File: src/design/fsktx_pkg.sv
package fsktx_pkg;

  localparam int DATA_W    = 16;
  localparam int CFG_W     = 24;
  localparam int DBITS_W   = 5;
  localparam int IDX_W     = 5;
  localparam int CFG_IDX_W = 3;

  localparam int MAX_DATA_BITS_DEF = 16;
  localparam int COUNT_WIDTH_DEF   = 24;

  localparam logic [CFG_IDX_W-1:0] REG_PREAMBLE_HALF = 3'd0;
  localparam logic [CFG_IDX_W-1:0] REG_PILOT_HALF    = 3'd1;
  localparam logic [CFG_IDX_W-1:0] REG_DEFAULT_HALF  = 3'd2;
  localparam logic [CFG_IDX_W-1:0] REG_BIT_PERIOD    = 3'd3;
  localparam logic [CFG_IDX_W-1:0] REG_DATA_BITS     = 3'd4;

  localparam logic [CFG_W-1:0]   PREAMBLE_HALF_RST = 24'd96;
  localparam logic [CFG_W-1:0]   PILOT_HALF_RST    = 24'd59;
  localparam logic [CFG_W-1:0]   DEFAULT_HALF_RST  = 24'd166;
  localparam logic [CFG_W-1:0]   BIT_PERIOD_RST    = 24'd12500;
  localparam logic [DBITS_W-1:0] DATA_BITS_RST     = 5'd16;

  localparam logic MODE_TICK  = 1'b0;
  localparam logic MODE_START = 1'b1;

  typedef struct packed {
    logic              mode;
    logic [DATA_W-1:0] data;
  } in_t;

  typedef struct packed {
    logic led_level;
    logic busy_res;
    logic frame_done;
    logic rejected;
  } out_t;

  typedef struct packed {
    logic                 we;
    logic [CFG_IDX_W-1:0] index;
    logic [CFG_W-1:0]     data;
  } cfg_wr_t;

endpackage

File: src/design/fsktx_core.sv
module fsktx_core #(
  parameter int MAX_DATA_BITS = fsktx_pkg::MAX_DATA_BITS_DEF,
  parameter int COUNT_WIDTH   = fsktx_pkg::COUNT_WIDTH_DEF
) (
  input  logic               clk,
  input  logic               rst,
  input  fsktx_pkg::cfg_wr_t cfg_wr,
  input  logic               step,
  input  fsktx_pkg::in_t     item,
  output fsktx_pkg::out_t    result
);

  localparam int CMP_W = (COUNT_WIDTH > fsktx_pkg::CFG_W) ? COUNT_WIDTH : fsktx_pkg::CFG_W;
  localparam int NB_W  = 7;
  localparam logic [NB_W-1:0] MAXB = NB_W'(MAX_DATA_BITS);

  logic [fsktx_pkg::CFG_W-1:0]   preamble_half;
  logic [fsktx_pkg::CFG_W-1:0]   pilot_half;
  logic [fsktx_pkg::CFG_W-1:0]   default_half;
  logic [fsktx_pkg::CFG_W-1:0]   symbol_len;
  logic [fsktx_pkg::DBITS_W-1:0] data_bits;

  logic                          line_level, line_level_next;
  logic [COUNT_WIDTH-1:0]        toggle_ticks, toggle_ticks_next;
  logic [COUNT_WIDTH-1:0]        symbol_ticks, symbol_ticks_next;
  logic [fsktx_pkg::IDX_W-1:0]   symbol_index, symbol_index_next;
  logic [fsktx_pkg::DATA_W-1:0]  data_shift, data_shift_next;
  logic                          sending, sending_next;

  logic [NB_W-1:0]               nb;
  logic [NB_W-1:0]               idx_w;
  logic                          in_data_sym;
  logic [fsktx_pkg::CFG_W-1:0]   half;
  logic [fsktx_pkg::CFG_W-1:0]   per;
  logic [COUNT_WIDTH-1:0]        tt_inc, st_inc;
  logic [2*fsktx_pkg::DATA_W-1:0] wide_data;
  logic                          oversize;
  logic                          done, rej;

  always_comb begin
    if (data_bits == '0) begin
      nb = NB_W'(1);
    end else if (NB_W'(data_bits) > MAXB) begin
      nb = MAXB;
    end else begin
      nb = NB_W'(data_bits);
    end
  end

  assign idx_w       = NB_W'(symbol_index);
  assign in_data_sym = (idx_w >= NB_W'(2)) && (idx_w < nb + NB_W'(2));
  assign wide_data   = {{fsktx_pkg::DATA_W{1'b0}}, item.data};
  assign oversize    = (wide_data >> nb) != '0;
  assign per         = (symbol_len == '0) ? fsktx_pkg::CFG_W'(1) : symbol_len;
  assign tt_inc      = (toggle_ticks == '1) ? toggle_ticks : toggle_ticks + 1'b1;
  assign st_inc      = (symbol_ticks == '1) ? symbol_ticks : symbol_ticks + 1'b1;

  always_comb begin
    priority if (symbol_index == '0) begin
      half = preamble_half;
    end else if (idx_w == NB_W'(1)) begin
      half = pilot_half;
    end else if (idx_w < nb + NB_W'(2)) begin
      half = data_shift[0] ? pilot_half : default_half;
    end else begin
      half = default_half;
    end
  end

  always_comb begin
    line_level_next   = line_level;
    toggle_ticks_next = toggle_ticks;
    symbol_ticks_next = symbol_ticks;
    symbol_index_next = symbol_index;
    data_shift_next   = data_shift;
    sending_next      = sending;
    done              = 1'b0;
    rej               = 1'b0;
    if (item.mode == fsktx_pkg::MODE_START) begin
      if (sending || oversize) begin
        rej = 1'b1;
      end else begin
        data_shift_next   = item.data;
        symbol_index_next = '0;
        symbol_ticks_next = '0;
        sending_next      = 1'b1;
      end
    end else if (!sending) begin
      toggle_ticks_next = tt_inc;
    end else begin
      toggle_ticks_next = tt_inc;
      if (CMP_W'(tt_inc) >= CMP_W'(half)) begin
        line_level_next   = ~line_level;
        toggle_ticks_next = '0;
      end
      symbol_ticks_next = st_inc;
      if (CMP_W'(st_inc) >= CMP_W'(per)) begin
        symbol_ticks_next = '0;
        if (in_data_sym) begin
          data_shift_next = data_shift >> 1;
        end
        if (idx_w + NB_W'(1) >= nb + NB_W'(4)) begin
          sending_next      = 1'b0;
          symbol_index_next = '0;
          done              = 1'b1;
        end else begin
          symbol_index_next = symbol_index + 1'b1;
        end
      end
    end
  end

  always_comb begin
    result.led_level  = line_level_next;
    result.busy_res   = sending_next;
    result.frame_done = done;
    result.rejected   = rej;
  end

  always_ff @(posedge clk) begin
    if (rst) begin
      preamble_half <= fsktx_pkg::PREAMBLE_HALF_RST;
      pilot_half    <= fsktx_pkg::PILOT_HALF_RST;
      default_half  <= fsktx_pkg::DEFAULT_HALF_RST;
      symbol_len    <= fsktx_pkg::BIT_PERIOD_RST;
      data_bits     <= fsktx_pkg::DATA_BITS_RST;
    end else if (cfg_wr.we) begin
      unique case (cfg_wr.index)
        fsktx_pkg::REG_PREAMBLE_HALF: preamble_half <= cfg_wr.data;
        fsktx_pkg::REG_PILOT_HALF:    pilot_half    <= cfg_wr.data;
        fsktx_pkg::REG_DEFAULT_HALF:  default_half  <= cfg_wr.data;
        fsktx_pkg::REG_BIT_PERIOD:    symbol_len    <= cfg_wr.data;
        fsktx_pkg::REG_DATA_BITS:     data_bits     <= cfg_wr.data[fsktx_pkg::DBITS_W-1:0];
        default: begin
        end
      endcase
    end
  end

  always_ff @(posedge clk) begin
    if (rst) begin
      line_level   <= 1'b0;
      toggle_ticks <= '0;
      symbol_ticks <= '0;
      symbol_index <= '0;
      data_shift   <= '0;
      sending      <= 1'b0;
    end else if (step) begin
      line_level   <= line_level_next;
      toggle_ticks <= toggle_ticks_next;
      symbol_ticks <= symbol_ticks_next;
      symbol_index <= symbol_index_next;
      data_shift   <= data_shift_next;
      sending      <= sending_next;
    end
  end

endmodule

File: src/design/fsk_frame_tone_transmitter.sv
// Binary FSK frame sender on one LED line. Each input word is either a timer tick or a
// frame start carrying up to sixteen data bits; every word yields exactly one result word
// with the line level, busy flag, frame-done flag and reject flag. One word is accepted
// per clock when the output is not stalled. The word is held in an input register,
// then one pass of counter updates and compares writes the frame state and the result
// register. Configuration writes are always ready.
module fsk_frame_tone_transmitter #(
  parameter int MAX_DATA_BITS = fsktx_pkg::MAX_DATA_BITS_DEF,
  parameter int COUNT_WIDTH   = fsktx_pkg::COUNT_WIDTH_DEF
) (
  input  logic                                clk,
  input  logic                                rst,
  input  logic                                in_valid,
  output logic                                in_stall,
  input  fsktx_pkg::in_t                      in_item,
  output logic                                out_valid,
  input  logic                                out_stall,
  output fsktx_pkg::out_t                     out_item,
  input  logic                                cfg_valid,
  output logic                                cfg_ready,
  input  logic [fsktx_pkg::CFG_IDX_W-1:0]     cfg_index,
  input  logic [fsktx_pkg::CFG_W-1:0]         cfg_data
);

  logic               hold_valid;
  fsktx_pkg::in_t     hold_item;
  logic               advance;
  fsktx_pkg::out_t    result;
  fsktx_pkg::cfg_wr_t cfg_wr;

  assign cfg_ready = 1'b1;
  assign advance   = hold_valid && (!out_valid || !out_stall);
  assign in_stall  = hold_valid && !advance;

  always_comb begin
    cfg_wr.we    = cfg_valid && cfg_ready;
    cfg_wr.index = cfg_index;
    cfg_wr.data  = cfg_data;
  end

  fsktx_core #(
    .MAX_DATA_BITS(MAX_DATA_BITS),
    .COUNT_WIDTH  (COUNT_WIDTH)
  ) u_core (
    .clk   (clk),
    .rst   (rst),
    .cfg_wr(cfg_wr),
    .step  (advance),
    .item  (hold_item),
    .result(result)
  );

  always_ff @(posedge clk) begin
    if (rst) begin
      hold_valid <= 1'b0;
      out_valid  <= 1'b0;
    end else begin
      if (in_valid && !in_stall) begin
        hold_valid <= 1'b1;
      end else if (advance) begin
        hold_valid <= 1'b0;
      end
      if (advance) begin
        out_valid <= 1'b1;
      end else if (!out_stall) begin
        out_valid <= 1'b0;
      end
    end
  end

  always_ff @(posedge clk) begin
    if (in_valid && !in_stall) begin
      hold_item <= in_item;
    end
    if (advance) begin
      out_item <= result;
    end
  end

endmodule

File: config.mk
export PLATFORM = sky130hd
export DESIGN_NAME = fsk_frame_tone_transmitter
export DESIGN_NICKNAME = d
export VERILOG_FILES = /design/src/design/fsktx_pkg.sv /design/src/design/fsktx_core.sv /design/src/design/fsk_frame_tone_transmitter.sv
export SDC_FILE = /design/constraint.sdc
export NUM_CORES = 1
export LEC_CHECK = 0
export BUFFER_PORTS_ARGS = -buffer_cell sky130_fd_sc_hd__buf_2
export CAP_MARGIN = 20
export CORE_MARGIN = 5
export CORE_UTILIZATION = 45
export CTS_CLUSTER_SIZE = 24
export DETAILED_ROUTE_END_ITERATION = 8
export GPL_TIMING_DRIVEN = 0
export PLACE_DENSITY_LB_ADDON = 0.15
export REMOVE_ABC_BUFFERS = 1
export SLEW_MARGIN = 20
export SYNTH_ARGS = -nofsm -noshare
export SYNTH_HDL_FRONTEND = slang
export SYNTH_SLANG_ARGS = --single-unit
File: constraint.sdc
create_clock -name clk -period 6.6 [get_ports clk]
set_input_delay 0.33 -clock clk [delete_from_list [all_inputs] [get_ports clk]]
set_output_delay 0.33 -clock clk [all_outputs]
set_load 0.005 [all_outputs]
==> metrics.csv, run 1 <==
metric,value,unit
routed wire length,26500,um
Total GRT Usage,20.3,%
yosys warns,0,
Worst R2R End,u_core.toggle_ticks[11],
CTS Hold Buffers Added,0,
CP required,6940,ps
Row Count,56,
initial core utilization,45.2,%
CTS clock-pin slew for the worst setup and hold paths,80,ps
Final Max Slew Viols,0,
routability cong.,0.842,
die height,163,um
Antenna diodes,0,
most frequent cells in the layout,"254 x nand2_1, 174 x dfxtp_1, 119 x a21oi_1, 64 x ha_1, 58 x nor2_1",
Finished Core Util,49.8,%
area of the multi-input gates,5980,um^2
Post-CTS Setup Inserts,0,
arrival time at the worst endpoint,6210,ps
async set-reset flop share out of synthesis,0,%
post-CTS resize count,0,
Post-Syn Area,10500,um^2
Crit Reg-Reg Startpoint,u_core.data_bits[4],
ys flop type,dfxtp_1,
clock latency on the worst-skew pair,440,ps
initial antenna violation count,1,
critical path endpoint category,register,
sw frac,26.2,%
Seq cells post-synth,195,
detailed placement HPWL,18900,um
Sink Count,195,
"Seq/Total Area, Yosys",39.1,%
grt ovf,0,
IO Pins,56,
Min Hold Slack,60.2,ps
"Max FO, Critical Path",11,
outcome,finished clean,
minimum clock period,5870,ps
Post-synth EDFFs,21,
Antenna Nets Post-Route,0,
CTS tree,yes,
Clock power frac,41.2,%
CP Class,register to register,
initial DRC count,532,
endpoints failing setup,0,
Root Buffer,clkbuf_16,
HP Start,in_item[0],
setup skew after layout,15.1,ps
Combinational Power Share,7.1,%
largest net degree at the start of global routing,96,
Num CTS Buffers,17,
f_max,170,MHz
Cell variety after synth,70,
synthesized area per cell,8.52,um^2
H-tree depth,4,
Storage cell area,4110,um^2
Total Die Area,26500,um^2
fin crit share,89.0,%
first-pass GRT wire length,43300,um
Sw Pwr,632,uW
Core Footprint,23300,um^2
# nets final,1358,
Power Density,208,nW/um^2
IO Port Bufs,54,
hold crit path type,input pin to register,
Area Growth Syn to Fin,10.0,%
RSZ-0062 raised after global routing,no,
flop2flop setup slack,730,ps
WL/cell,16.8,um
"commonest non-fill, non-tap cell in the layout",nand2_1,
sequential share of power,51.7,%
Final Hold Fails,0,
VDD IR-drop max,0.161,mV
leakage power,4.63,nW
1st-pass router iterations,5,
Via density,5.51,
# DRC,0,
Max-slew headroom,25.9,%
reg2reg path depth,21,
Max Cap Violations,0,
Hold Crit Endpoint,hold_item[0],
Via Count,8690,
cells after synthesis,1235,
share of cells above drive strength 1,12.8,%
Fillers,2307,
die span in x,163,um
Critical Path Start Type,register,
WHS Path Cells,1,
P_int,1.78,mW
Max clock buf depth,2,
vias in the first global route,8411,
slew at the pin with the worst max-slew slack,1110,ps
-- layout make-up --
cell class | instances | share of cell area (%)
clock buffer | 17 | 3.68
clock inverter | 15 | 1.03
inverter | 42 | 1.36
multi-input combinational | 928 | 51.6
sequential | 195 | 35.5
tap | 319 | 3.45
timing repair buffer | 61 | 3.32
-- critical path: stages (launching register included) --
cell,delay (ps)
dfxtp_1,420
or4_4,610
nand2_1,180
ha_1,170
inv_1,40
maj3_1,330
a21o_1,180
a21o_1,180
a21oi_1,170
a22oi_2,200
buf_8,230
buf_6,150
mux2_2,270
mux2i_1,230
ha_1,300
a21o_1,180
a21o_1,170
a21oi_1,130
o21ai_0,230
a2111oi_0,720
nor2_1,360
o31ai_1,300
-- Yosys cell counts, types with 9 or more instances --
master | number | area, um^2
nand2_1 | 254 | 953
dfxtp_1 | 174 | 3480
a21oi_1 | 119 | 596
ha_1 | 64 | 801
nor2_1 | 60 | 225
clkbuf_1 | 55 | 206
mux2i_1 | 44 | 440
nand3_1 | 43 | 215
inv_1 | 41 | 154
xnor2_1 | 36 | 315
mux2_2 | 27 | 304
nand4_1 | 27 | 169
edfxtp_1 | 21 | 631
o211ai_1 | 20 | 150
o21ai_0 | 20 | 100
a21o_1 | 17 | 128
a211oi_2 | 14 | 175
and3_1 | 13 | 81.3
nor3_1 | 13 | 65.1
xor2_1 | 12 | 105
nor2_2 | 11 | 68.8
nor4_1 | 11 | 68.8
a22oi_1 | 10 | 75.1
a32o_1 | 10 | 100
nor2b_1 | 10 | 62.6
o31ai_1 | 9 | 67.6
-- per-stage QoR --
stage / cells / setup TNS [ps] / instance area [um^2] / power, mW / setup slack [ps]
after floorplan: 1165 / 0 / 10200 / 1.36 / 1470
after global placement: 1538 / -6840 / 10900 / 1.44 / -345
after detailed placement: 1544 / 0 / 11000 / 1.44 / 798
after CTS: 1576 / 0 / 11600 / 2.43 / 781
after global routing: 1577 / 0 / 11600 / 2.50 / 355
final: 1577 / 0 / 11600 / 2.41 / 727
-- metal layers --
metal	GRT usage (%)	routed length (um)
met2	33.3	12200
met3	3.47	1140
met1	27.4	12600
met4	6.33	477
met5	0	11
-- state kept, by name, indices dropped and copies added, names as in the netlist --
signal,count
hold_item,17
hold_valid,1
out_item,4
out_valid,1
u_core.data_bits,5
u_core.data_shift,16
u_core.default_half,24
u_core.line_level,1
u_core.pilot_half,24
u_core.preamble_half,24
u_core.sending,1
u_core.symbol_index,5
u_core.symbol_len,24
u_core.symbol_ticks,24
u_core.toggle_ticks,24
-- power by group through the flow --
stage | Combinational [mW] | Sequential [mW] | Clock [mW]
final | 0.170 | 1.24 | 0.993
after global routing | 0.190 | 1.25 | 1.06
after CTS | 0.171 | 1.24 | 1.01
after detailed placement | 0.170 | 1.27 | 0
after global placement | 0.162 | 1.27 | 0
after floorplan | 0.0907 | 1.27 | 0
-- kinds of logic (layout without fill, tap and decap cells) --
| group | count (synthesis) | after routing | synth area share, % |
|---|---|---|---|
| other cells | 1 | 2 | 0.0356 |
| simple gates | 480 | 480 | 20.8 |
| flops | 195 | 195 | 39.1 |
| compound gates | 261 | 261 | 16.8 |
| fa+ha+maj | 66 | 66 | 7.80 |
| mux | 71 | 71 | 7.08 |
| xor+xnor | 48 | 48 | 4.00 |
| buf+inv | 113 | 135 | 4.39 |
-- how the worst max path moves through the flow --
stage                         from  slack, ps  cells after the start                      end
3_3_place_gp   u_core.data_bits[3]       -350                     20   u_core.toggle_ticks[4]
2_1_floorplan  u_core.data_bits[4]       1470                     20  u_core.toggle_ticks[23]
5_1_grt        u_core.data_bits[4]        350                     21  u_core.toggle_ticks[11]
6_report       u_core.data_bits[4]        730                     21  u_core.toggle_ticks[11]
3_5_place_dp   u_core.data_bits[4]        800                     21  u_core.toggle_ticks[11]
4_1_cts        u_core.data_bits[4]        780                     21  u_core.toggle_ticks[11]
Power figures use the tool's default switching activity.
==> run 2: changes to the inputs <==
--- a/config.mk
+++ b/config.mk
@@ -6,13 +6,13 @@
 export NUM_CORES = 1
 export LEC_CHECK = 0
 export BUFFER_PORTS_ARGS = -buffer_cell sky130_fd_sc_hd__buf_2
-export CAP_MARGIN = 20
+export CAP_MARGIN = 15
 export CORE_MARGIN = 5
 export CORE_UTILIZATION = 45
 export CTS_CLUSTER_SIZE = 24
 export DETAILED_ROUTE_END_ITERATION = 8
 export GPL_TIMING_DRIVEN = 0
-export PLACE_DENSITY_LB_ADDON = 0.15
+export PLACE_DENSITY = 0.61
 export REMOVE_ABC_BUFFERS = 1
 export SLEW_MARGIN = 20
 export SYNTH_ARGS = -nofsm -noshare
==> constraint.sdc (replaced) <==
create_clock -name clk -period 4.73 [get_ports clk]
set_input_delay 0.2365 -clock clk [delete_from_list [all_inputs] [get_ports clk]]
set_output_delay 0.2365 -clock clk [all_outputs]
set_load 0.005 [all_outputs]
==> run 2 against run 1 <==
Effect of this change: global-route usage up 0.15 points; cell area up 6.8%; clock skew down 1.7 ps; combinational power up 64%; register-to-register slack worse by 650 ps; critical path type unchanged; largest cell class unchanged.
==> metrics.csv, run 2 (synthesis gave the netlist of run 1 again) <==
metric,value,unit
initial core utilization,45.2,%
arrival time at the worst endpoint,4990,ps
share of cells above drive strength 1,17.5,%
fin crit share,98.3,%
WHS Path Cells,3,
Row Count,56,
Antenna diodes,0,
Final WS setup,81.1,ps
Critical Path Start Type,register,
Via Count,8903,
minimum clock period,4650,ps
pre-CTS setup slack,-1120,ps
vias in the first global route,8450,
Setup TNS,0,ps
CP Class,register to register,
VDD IR-drop max,0.205,mV
Fillers,2196,
outcome,finished clean,
Area after DPL,11000,um^2
CP required,5070,ps
flop2flop setup slack,80,ps
H-tree depth,4,
largest net degree at the start of global routing,85,
Finished Core Util,53.2,%
detailed placement HPWL,18500,um
most frequent cells in the layout,"253 x nand2_1, 170 x dfxtp_1, 113 x a21oi_1, 58 x ha_1, 57 x nor2_1",
initial DRC count,632,
Via density,5.48,
Max Cap Violations,0,
hold crit path type,input pin to register,
die span in x,163,um
Num CTS Buffers,17,
Max-slew headroom,25.0,%
Root Buffer,clkbuf_16,
endpoints failing setup,0,
post-route cell area,12400,um^2
# nets final,1407,
initial antenna violation count,0,
IO Port Bufs,54,
CTS clock-pin slew for the worst setup and hold paths,70,ps
CTS tree,yes,
grt ovf,0,
reg2reg path depth,23,
Max clock buf depth,2,
f_max,215,MHz
Core Footprint,23300,um^2
# DRC,0,
RSZ-0062 raised after global routing,yes,
die height,163,um
setup skew after layout,13.5,ps
Final Hold Fails,0,
routed wire length,27400,um
"commonest non-fill, non-tap cell in the layout",nand2_1,
leakage power,4.89,nW
slew at the pin with the worst max-slew slack,1120,ps
Power Density,275,nW/um^2
1st-pass router iterations,5,
routability cong.,0.845,
"Max FO, Critical Path",8,
Total Die Area,26500,um^2
Min Hold Slack,28.5,ps
Area Growth Syn to Fin,17.5,%
Total GRT Usage,20.4,%
Final Max Slew Viols,0,
critical path endpoint category,register,
Sink Count,195,
clock latency on the worst-skew pair,430,ps
Antenna Nets Post-Route,0,
first-pass GRT wire length,43600,um
WL/cell,16.8,um
IO Pins,56,
-- run 2: cell types whose count changed in the layout (fill, tap and decap cells not counted), moves of 6 or more --
cell	change
dlygate4sd3_1	+18
buf_4	+22
mux2i_1	-7
ha_1	-6
a21oi_1	-6
-- run 2: worst max-delay path, cell delays in order, from the launching register on --
cell,delay [ps]
dfxtp_4,370
or4_4,550
nand2_4,90
ha_4,130
inv_2,30
maj3_2,290
a21o_1,150
a21o_1,170
a21oi_2,130
a22oi_2,120
buf_6,180
buf_8,140
mux2_4,310
mux2i_4,210
ha_4,240
a21o_1,150
a21o_1,170
a21oi_2,200
o21ai_4,120
a31o_4,270
a21oi_4,190
clkbuf_16,190
o211ai_1,80
o31ai_1,90
-- run 2: cell type report --
cell class	count	area [um^2]	area share, %
Clock buffer	18	429	3.47
Clock inverter	14	114	0.921
Inverter	42	158	1.27
Multi-Input combinational cell	929	6290	50.9
Sequential cell	195	4120	33.3
Tap cell	319	399	3.23
Timing Repair Buffer	109	852	6.89
-- run 2: path summary, 6_finish.rpt --
kind / to / start
worst max-delay path: u_core.toggle_ticks[21] / u_core.data_bits[4]
worst min register to register: u_core.pilot_half[7] / u_core.pilot_half[7]
worst max register to register: u_core.toggle_ticks[21] / u_core.data_bits[4]
worst min-delay path: hold_valid / in_valid
-- run 2: metal layers --
| layer | part of all wire [%] | wire length (um) | global-route usage (%) |
|---|---|---|---|
| met1 | 47 | 12900 | 27.3 |
| met2 | 47 | 12700 | 34.4 |
| met3 | 4.7 | 1280 | 3.62 |
| met4 | 1.5 | 421 | 4.99 |
| met5 | 0 | 0 | 0 |
-- run 2: per-stage QoR --
| step | total power, mW | cells |
|---|---|---|
| final | 3.40 | 1626 |
| after global routing | 3.52 | 1626 |
| after global placement | 2.00 | 1538 |
| after floorplan | 1.89 | 1165 |
| after CTS | 3.41 | 1608 |
| after detailed placement | 2.01 | 1543 |
-- run 2: where the power goes --
part / switching [mW] / internal (mW) / total [mW]
registers: 0.0295 / 1.71 / 1.74
clock network: 0.662 / 0.723 / 1.39
logic: 0.169 / 0.109 / 0.278
total: 0.860 / 2.54 / 3.40
-- run 2: repair_timing --
| item | CTS | global route |
|---|---|---|
| gates resized for setup | 31 | 40 |
| endpoints found under the setup margin | 58 | 35 |
| hold buffers | 18 | 0 |
| buffers inserted | 13 | 15 |
| pin swaps | 13 | 37 |
| gates cloned | 2 | 1 |
| endpoints found under the hold margin | 19 | 0 |
==> run 3: changes to the inputs <==
--- a/config.mk
+++ b/config.mk
@@ -13,7 +13,6 @@
 export DETAILED_ROUTE_END_ITERATION = 8
 export GPL_TIMING_DRIVEN = 0
 export PLACE_DENSITY = 0.61
-export REMOVE_ABC_BUFFERS = 1
 export SLEW_MARGIN = 20
 export SYNTH_ARGS = -nofsm -noshare
 export SYNTH_HDL_FRONTEND = slang
==> run 3 against run 2 <==
Effect of this change: cell count increased by 2.8%; clock skew increased by 1.8 ps; maximum frequency is 0.36% higher; sequential power is essentially flat; routed wire length is 6.5% higher; register-to-register slack gained 20 ps; hold slack better by 4.3 ps; critical endpoint is now out_item[3]; largest cell class unchanged.
==> metrics.csv, run 3 (synthesis gave the netlist of run 1 again) <==
metric,value,unit
initial core utilization,45.2,%
Antenna diodes,0,
outcome,finished clean,
f_max,216,MHz
Crit Reg-Reg Startpoint,u_core.data_bits[1],
Crit path buffers/inverters,3,
P_int,2.58,mW
CP Class,register to register,
# DRC,0,
pre-CTS setup slack,-990,ps
area of the multi-input gates,6110,um^2
hold crit path type,input pin to register,
Top Family by Delay on Critical Path,compound AO/OA/AOI/OAI gates,
"Max FO, Critical Path",7,
Max-slew headroom,35.4,%
Clock power frac,42.7,%
Final Max Slew Viols,0,
Area after DPL,11200,um^2
Root Buffer,clkbuf_16,
Total Die Area,26500,um^2
slew at the pin with the worst max-slew slack,968,ps
endpoints failing setup,0,
minimum clock period,4630,ps
fin crit share,97.9,%
WL/cell,17.4,um
Hold Crit Endpoint,hold_valid,
"commonest non-fill, non-tap cell in the layout",nand2_1,
setup skew after layout,15.2,ps
reg2reg path depth,22,
critical path's most frequent cell,a21o_1,
placed cell count,1608,
H-tree depth,4,
IO Pins,56,
"slowest stage delay, CP",530,ps
Num CTS Buffers,17,
CP Depth,22,
Storage cell area,4120,um^2
arrival time at the worst endpoint,4820,ps
clock latency on the worst-skew pair,450,ps
Via density,5.50,
1st-pass router iterations,5,
Total GRT Usage,22.0,%
Max clock buf depth,2,
Sink Count,195,
Final Hold Fails,0,
IO Port Bufs,53,
Area Growth Syn to Fin,16.7,%
initial DRC count,612,
leakage power,4.91,nW
Power Density,286,nW/um^2
critical path endpoint category,register,
WHS Path Cells,3,
Min Hold Slack,32.7,ps
HP Start,in_valid,
RSZ-0062 raised after global routing,yes,
die span in x,163,um
largest net degree at the start of global routing,20,
CP cell instances,buf_6 > or4_4 > nand2_4 > ha_4 > inv_2 > maj3_2 > a21o_1 > a21o_1 > a21oi_2 > a22oi_2 > buf_6 > mux2_4 > mux2i_1 > ha_1 > a21o_1 > a21o_1 > a21oi_2 > o211ai_1 > a21o_1 > a21oi_4 > nor3_1 > xor2_1,
first-pass GRT wire length,46300,um
detailed placement HPWL,21500,um
Core Footprint,23300,um^2
most frequent cells in the layout,"253 x nand2_1, 173 x dfxtp_1, 114 x a21oi_1, 63 x ha_1, 59 x nor2_1",
vias in the first global route,8667,
Via Count,9195,
Row Count,56,
CP required,4910,ps
post-route cell area,12300,um^2
CTS clock-pin slew for the worst setup and hold paths,70,ps
sequential share of power,49.3,%
share of cells above drive strength 1,15.2,%
grt ovf,0,
Setup TNS,0,ps
"non-filler cells, final",1671,
die height,163,um
flop2flop setup slack,100,ps
routed wire length,29100,um
Max Cap Violations,0,
routability cong.,0.865,
Worst R2R End,out_item[3],
Fillers,2260,
initial antenna violation count,0,
Sw Pwr,933,uW
VDD IR-drop max,0.200,mV
CP max stage cell,or4_4,
Final WS setup,97.7,ps
Antenna Nets Post-Route,0,
Critical Path Start Type,register,
Combinational Power Share,8.0,%
# nets final,1453,
sw frac,26.5,%
CTS tree,yes,
## run 3: cell types whose count changed in the layout (fill, tap and decap cells not counted), moves of 4 or more
cell / delta
mux2_2: +4
mux2i_1: +4
buf_4: -5
buf_1: +5
ha_1: +5
clkinvlp_4: -4
mux2_4: -4
clkbuf_1: +48
mux2i_4: -4
inv_8: +4
ha_4: -4
## run 3: area by class of cell
type | instances | area share [%]
clock buffer | 18 | 3.58
sequential | 195 | 33.5
buffer | 68 | 2.54
multi-input combinational | 929 | 49.8
clock inverter | 13 | 1.36
tap | 319 | 3.25
inverter | 42 | 1.28
timing repair buffer | 87 | 4.69
## run 3: power by group through the flow
stage / clock (mW) / combinational [mW] / sequential (mW)
after global routing: 1.59 / 0.308 / 1.74
after detailed placement: 0 / 0.254 / 1.77
after CTS: 1.52 / 0.275 / 1.73
after floorplan: 0 / 0.156 / 1.76
final: 1.50 / 0.281 / 1.73
after global placement: 0 / 0.252 / 1.77
## run 3: through the flow
stage	total power [mW]	util [%]
2_1_floorplan	1.92	-
3_3_place_gp	2.02	48.1
3_5_place_dp	2.03	48.1
4_1_cts	3.53	52.3
5_1_grt	3.64	52.8
6_report	3.52	52.8
## run 3: worst max-delay path by stage
stage / slack (ps) / start / endpoint
2_1_floorplan: -8 / u_core.data_bits[1] / u_core.toggle_ticks[23]
3_3_place_gp: -970 / u_core.data_bits[1] / u_core.toggle_ticks[3]
3_5_place_dp: -990 / u_core.data_bits[1] / u_core.toggle_ticks[0]
4_1_cts: 9 / u_core.data_bits[1] / u_core.toggle_ticks[6]
5_1_grt: -90 / u_core.data_bits[1] / out_item[3]
6_report: 100 / u_core.data_bits[1] / out_item[3]
## run 3: repair_timing
item                                   CTS  global route
pin swaps                                9            11
cloned                                   0             1
endpoints found under the hold margin   17             0
setup endpoints to repair               46            60
hold buffers                            17             0
buffers inserted                        12             5
resized for setup                       24            24
## run 3: worst min-delay path: stages
cell    delay (ps)
buf_2           80
nor2_1          40
nor2_1          70
## run 3: routing by layer
metal / track usage [%] / share of wire [%] / vias to the layer above
li1: - / - / 4567
met1: 31.1 / 48 / 4375
met2: 35.3 / 46 / 214
met3: 3.09 / 4.2 / 39
met4: 5.95 / 1.9 / 0
met5: 0 / 0 / -
